<file path="src/mbet_pkg.sv">
// Shared package for the escape-time classifier: request/result structs,
// class codes, multiplier control struct and saturating add helpers.
// No dependencies.
`default_nettype none

package mbet_pkg;

    localparam int FRAC_BITS_DEF  = 55;
    localparam int COUNT_BITS_DEF = 17;

    localparam logic [1:0] CLASS_ESCAPED = 2'd0;
    localparam logic [1:0] CLASS_BULB    = 2'd1;
    localparam logic [1:0] CLASS_BOUNDED = 2'd2;

    localparam int REG_LIMIT  = 0;
    localparam int REG_THRESH = 1;

    typedef struct packed {
        logic signed [63:0] point_real;
        logic signed [63:0] point_imag;
    } point_t;

    typedef struct packed {
        logic [1:0]  point_class;
        logic [16:0] escape_count;
        logic [62:0] final_magnitude_sq;
    } result_t;

    typedef struct packed {
        logic start;
        logic dbl;
    } mul_req_t;

    // Signed 64-bit add, clamped to the signed range.
    function automatic logic signed [63:0] sat_add(input logic signed [63:0] a,
                                                   input logic signed [63:0] b);
        logic signed [64:0] s;
        s = 65'(a) + 65'(b);
        if (s[64] != s[63])
        begin
            return s[64] ? {1'b1, 63'd0} : {1'b0, {63{1'b1}}};
        end
        return s[63:0];
    endfunction

    // Sum of two 63-bit magnitudes, clamped to 2^63-1.
    function automatic logic [62:0] usat_add(input logic [62:0] a, input logic [62:0] b);
        logic [63:0] s;
        s = {1'b0, a} + {1'b0, b};
        return s[63] ? {63{1'b1}} : s[62:0];
    endfunction

endpackage

`default_nettype wire

</file>
<file path="src/mbet_mul.sv">
// Iterative 64x64 fixed-point multiplier on one 32x32 multiplier:
// four partial products, then shift and saturate. Uses mbet_pkg.
`default_nettype none

module mbet_mul #(
    parameter int FRAC_BITS = mbet_pkg::FRAC_BITS_DEF
) (
    input  logic                clk,
    input  logic                rst_n,
    input  mbet_pkg::mul_req_t  req,
    input  logic signed [63:0]  a,
    input  logic signed [63:0]  b,
    output logic                done,
    output logic signed [63:0]  product
);
    import mbet_pkg::*;

    logic [63:0]        am_reg, bm_reg;
    logic               neg_reg, dbl_reg;
    logic [127:0]       acc_reg;
    logic [2:0]         step_reg;
    logic               done_reg;
    logic signed [63:0] prod_reg;

    logic [31:0]  ma, mb;
    logic [63:0]  pp;
    logic [127:0] pp_ext;
    logic [127:0] shifted;
    logic [63:0]  r;
    logic         fits;
    logic signed [63:0] prod_next;

    always_comb
    begin
        ma     = '0;
        mb     = '0;
        pp     = '0;
        pp_ext = '0;
        case (step_reg)
            3'd1:
            begin
                ma = am_reg[31:0];
                mb = bm_reg[31:0];
            end
            3'd2:
            begin
                ma = am_reg[31:0];
                mb = bm_reg[63:32];
            end
            3'd3:
            begin
                ma = am_reg[63:32];
                mb = bm_reg[31:0];
            end
            3'd4:
            begin
                ma = am_reg[63:32];
                mb = bm_reg[63:32];
            end
            default:
            begin
                ma = '0;
                mb = '0;
            end
        endcase
        pp = {32'd0, ma} * {32'd0, mb};
        case (step_reg)
            3'd1:    pp_ext = {64'd0, pp};
            3'd2:    pp_ext = {32'd0, pp, 32'd0};
            3'd3:    pp_ext = {32'd0, pp, 32'd0};
            3'd4:    pp_ext = {pp, 64'd0};
            default: pp_ext = '0;
        endcase
    end

    // Shift out the fraction and clamp to the signed range.
    always_comb
    begin
        shifted = dbl_reg ? (acc_reg >> (FRAC_BITS - 1)) : (acc_reg >> FRAC_BITS);
        fits    = (shifted[127:64] == 64'd0);
        r       = shifted[63:0];
        if (neg_reg)
        begin
            if (!fits || (r > {1'b1, 63'd0}))
            begin
                r = {1'b1, 63'd0};
            end
            prod_next = -$signed(r);
        end
        else
        begin
            if (!fits || r[63])
            begin
                r = {1'b0, {63{1'b1}}};
            end
            prod_next = $signed(r);
        end
    end

    always_ff @(posedge clk or negedge rst_n)
    begin
        if (!rst_n)
        begin
            step_reg <= 3'd0;
            done_reg <= 1'b0;
        end
        else
        begin
            done_reg <= 1'b0;
            if (req.start)
            begin
                step_reg <= 3'd1;
            end
            else if (step_reg == 3'd5)
            begin
                step_reg <= 3'd0;
                done_reg <= 1'b1;
            end
            else if (step_reg != 3'd0)
            begin
                step_reg <= step_reg + 3'd1;
            end
        end
    end

    always_ff @(posedge clk)
    begin
        if (req.start)
        begin
            am_reg  <= a[63] ? (~a + 64'd1) : a;
            bm_reg  <= b[63] ? (~b + 64'd1) : b;
            neg_reg <= a[63] ^ b[63];
            dbl_reg <= req.dbl;
            acc_reg <= '0;
        end
        else if (step_reg != 3'd0 && step_reg != 3'd5)
        begin
            acc_reg <= acc_reg + pp_ext;
        end
        if (step_reg == 3'd5)
        begin
            prod_reg <= prod_next;
        end
    end

    assign done    = done_reg;
    assign product = prod_reg;

endmodule

`default_nettype wire

</file>
<file path="config.mk">
export PLATFORM = sky130hd
export DESIGN_NAME = mbet_mul
export DESIGN_NICKNAME = d
export VERILOG_FILES = /design/src/mbet_pkg.sv /design/src/mbet_mul.sv
export SDC_FILE = /design/constraint.sdc
export NUM_CORES = 2
export LEC_CHECK = 0
export BUFFER_PORTS_ARGS = -buffer_cell sky130_fd_sc_hd__buf_2
export CAP_MARGIN = 20
export CORE_ASPECT_RATIO = 0.7
export CORE_MARGIN = 4
export CORE_UTILIZATION = 60
export CTS_CLUSTER_SIZE = 28
export DETAILED_ROUTE_END_ITERATION = 16
export PLACE_DENSITY = 0.84
export SYNTH_ARGS = -nofsm -noshare
export SYNTH_HDL_FRONTEND = slang
export SYNTH_SLANG_ARGS = --single-unit
export TNS_END_PERCENT = 10
</file>
<file path="constraint.sdc">
create_clock -name clk -period 17.05 [get_ports clk]
set_clock_uncertainty 0.1 [all_clocks]
set_input_delay 0 -clock clk [delete_from_list [all_inputs] [get_ports clk]]
set_output_delay 0 -clock clk [all_outputs]
set_load 0.01 [all_outputs]
</file>
==> impl_metrics.tcl <==
set metrics [dict create \
    hp-class "in2reg" \
    avgViaCountPerCell 6.66 \
    holdBufCountCts 227 \
    max_slew_margin 0.110 \
    end_kind "flop" \
    gp_congestion 1.05 \
    syn_inst 7061 \
    max_stage_delay_ps 1000 \
    syn_area_mm2 0.0589 \
    fmax_mhz 64.4 \
    required_ps 17480 \
    synth.area.top_cells "fa_1 (30%), edfxtp_1 (9.9%), ha_1 (8.4%), inv_1 (6.1%), nand2_1 (5.8%)" \
    syn-num-nets 8484 \
    crit_path_max_fanout 34 \
    antenna_found_initial 19 \
    rsz0062_at_grt "no" \
    nFillCells 7728 \
    cts_buffers 38 \
    dp_hpwl_um 180000 \
    largest_reg_flops 128 \
    drc 0 \
    synth_edf_count 194 \
    numPortBuffers 196 \
    grt.overflow.total 0 \
    drt_first_pass_iters 9 \
    antenna_left 0 \
    arrival_ps 15950 \
    root_buffer "clkbuf_16" \
    first_iter_violations 9392 \
    clkLatencyLatePin_ps 630 \
    worstSetupPathType "reg2reg" \
    ys_types 89 \
    clk_pin_slew_worst_paths_ps 100 \
    hold_viol_final 0 \
    cts_max_path_buffers 3 \
    critPathSlowestCell "a22oi_2" \
    yosysWarningCount 0 \
    finalCritPeriodShare 0.910 \
    dieWidth_um 383 \
    route.vias.total 57361 \
    wire_per_inst_um 27.6 \
    h-tree-depth 2 \
    grt_max_degree 85 \
    critPathLaunchType "flop" \
    grt.total_usage 0.452 \
    core_area_mm2 0.0968 \
    grt_pass1_vias 55311 \
    cts_tree "done" \
    row_count 95 \
    initial_core_util 0.609 \
    ys.flop_type "edfxtp_1" \
    grt_pass1_wl_um 352000 \
    synthArstFlopShare 0.0123 \
    cts-resized-gates 0 \
    postCtsSetupBuffers 0 \
    syn2layout_area_growth_pct 10.3 \
    fin_crit_ps 15520 \
    numClockSinks 326 \
    avgSynthCellArea_um2 8.35 \
    setup_violations 0 \
    final_nets 8681 \
    dieHeight_um 270 \
    drive_gt1_frac 0.0689 \
    drt-total-wl_um 238000 \
    ys_seq_elements 326 \
    yosysTopAreaCell "fa_1" \
    outcome "finished, final reports clean" \
    maxSlewViolCount 0 \
    ios 197 \
    synth_top_area_share 0.305 \
    maxCapViolations 0 \
    final.setup.tns_ps 0 \
    ys_seq_area_frac 0.144 \
    fp.dieArea_mm2 0.103 \
    cp_common_cell "fa_1" \
    worstMarginPinSlew_ps 1340 \
]
## kinds of logic (layout without fill, tap and decap cells)
logic type / count (synthesis) / after routing / synth area share
and+or+nand+nor: 2342 / 2342 / 0.175
AOI/OAI and AO/OA: 1402 / 1402 / 0.155
buffers and inverters: 1368 / 1595 / 0.0872
adders and majority gates: 1291 / 1291 / 0.388
DFF: 326 / 326 / 0.144
xor gates and xnor gates: 285 / 285 / 0.0424
muxes: 47 / 47 / 0.00839
other: 0 / 20 / 0
## Yosys cell counts, types with 29 or more instances
master / count
and3_1: 33
and2_1: 75
nor4_1: 47
clkbuf_1: 386
edfxtp_1: 194
a211oi_1: 42
a22o_1: 109
o21a_1: 29
ha_1: 394
o31ai_1: 63
o21bai_1: 67
xor2_1: 53
nand3_1: 75
nand2b_1: 37
a31oi_1: 31
a21o_1: 100
o21ai_0: 270
a22oi_1: 95
nor2b_1: 34
nor2_1: 830
nor3_1: 83
nand4_1: 104
inv_1: 952
a21oi_1: 414
dfxtp_1: 128
or3_1: 31
xnor2_1: 232
nand2_1: 906
fa_1: 897
## cells in the final DEF (no fill, tap or decap), types with 41 or more instances in the layout
master | synthesis | final
nand4_1 | 104 | 104
nand3_1 | 75 | 75
a21oi_1 | 414 | 413
dlygate4sd3_1 | 0 | 228
o21ai_0 | 270 | 269
edfxtp_1 | 194 | 194
ha_1 | 394 | 394
nor2_1 | 830 | 825
o31ai_1 | 63 | 63
nand2_1 | 906 | 904
buf_2 | 2 | 195
a211oi_1 | 42 | 41
inv_1 | 952 | 952
xor2_1 | 53 | 53
fa_1 | 897 | 897
dfxtp_1 | 128 | 128
and2_1 | 75 | 74
xnor2_1 | 232 | 232
o21bai_1 | 67 | 67
nor3_1 | 83 | 82
a21o_1 | 100 | 99
a22o_1 | 109 | 108
nor4_1 | 47 | 47
buf_4 | 1 | 144
a22oi_1 | 95 | 81
## critical path, delay by kind of cell (launching register included)
| kind | cells | cell delay (ps) |
|---|---|---|
| fa+ha+maj | 11 | 5210 |
| simple gates | 17 | 3940 |
| compound gates | 5 | 3150 |
| buf+inv | 9 | 1690 |
| flops | 1 | 620 |
| mux | 1 | 350 |
| xor+xnor | 1 | 320 |
## per-layer routing
layer	global-route usage	vias to the layer above	routed length, µm
met5	0	-	93
met4	0.152	14	11200
met3	0.215	885	44000
met2	0.577	5000	88500
met1	0.662	27740	94100
li1	-	23722	-
## per-stage QoR
step / hold WS [ps] / cell area, µm² / setup WS, ps / cells / utilization
3_3_place_gp: -258 / 61200 / 2180 / 8291 / 0.632
5_1_grt: 102 / 65000 / 943 / 8605 / 0.672
4_1_cts: 17.5 / 64800 / 2050 / 8589 / 0.670
2_1_floorplan: -396 / 58900 / 4870 / 7061 / -
3_5_place_dp: -258 / 61200 / 2060 / 8292 / 0.633
6_report: 76.2 / 65000 / 1530 / 8617 / 0.672
## path summary, 6_finish.rpt
| kind | from | cells past startpoint | slack [ps] | endpoint |
|---|---|---|---|---|
| max | step_reg[2]$_DFFE_PN0P_ | 44 | 1530 | acc_reg[127]$_SDFFE_PP0P_ |
| min | b[0] | 2 | 80 | bm_reg[0]$_DFFE_PP_ |
| max reg2reg | step_reg[2]$_DFFE_PN0P_ | 44 | 1530 | acc_reg[127]$_SDFFE_PP0P_ |
| min reg2reg | acc_reg[23]$_SDFFE_PP0P_ | 2 | 360 | acc_reg[23]$_SDFFE_PP0P_ |
| max in group asynchronous | rst_n | 3 | 16310 | done$_DFF_PN0_ |
| min in group asynchronous | rst_n | 3 | 280 | step_reg[2]$_DFFE_PN0P_ |
## final cells by class
cell class                 instances  area [µm²]  area share
multi-input combinational       5367       45400       0.699
timing repair buffer             573        4470      0.0687
clock inverter                    23         322     0.00495
inverter                         952        3570      0.0550
clock buffer                      47        1030      0.0158
sequential                       326        8490       0.131
antenna                           20        50.0    0.000770
tap                             1309        1640      0.0252
Power is left out: the tool's default activity adds up to more than one toggle a clock period on the data nets, which glitch-free logic cannot reach.
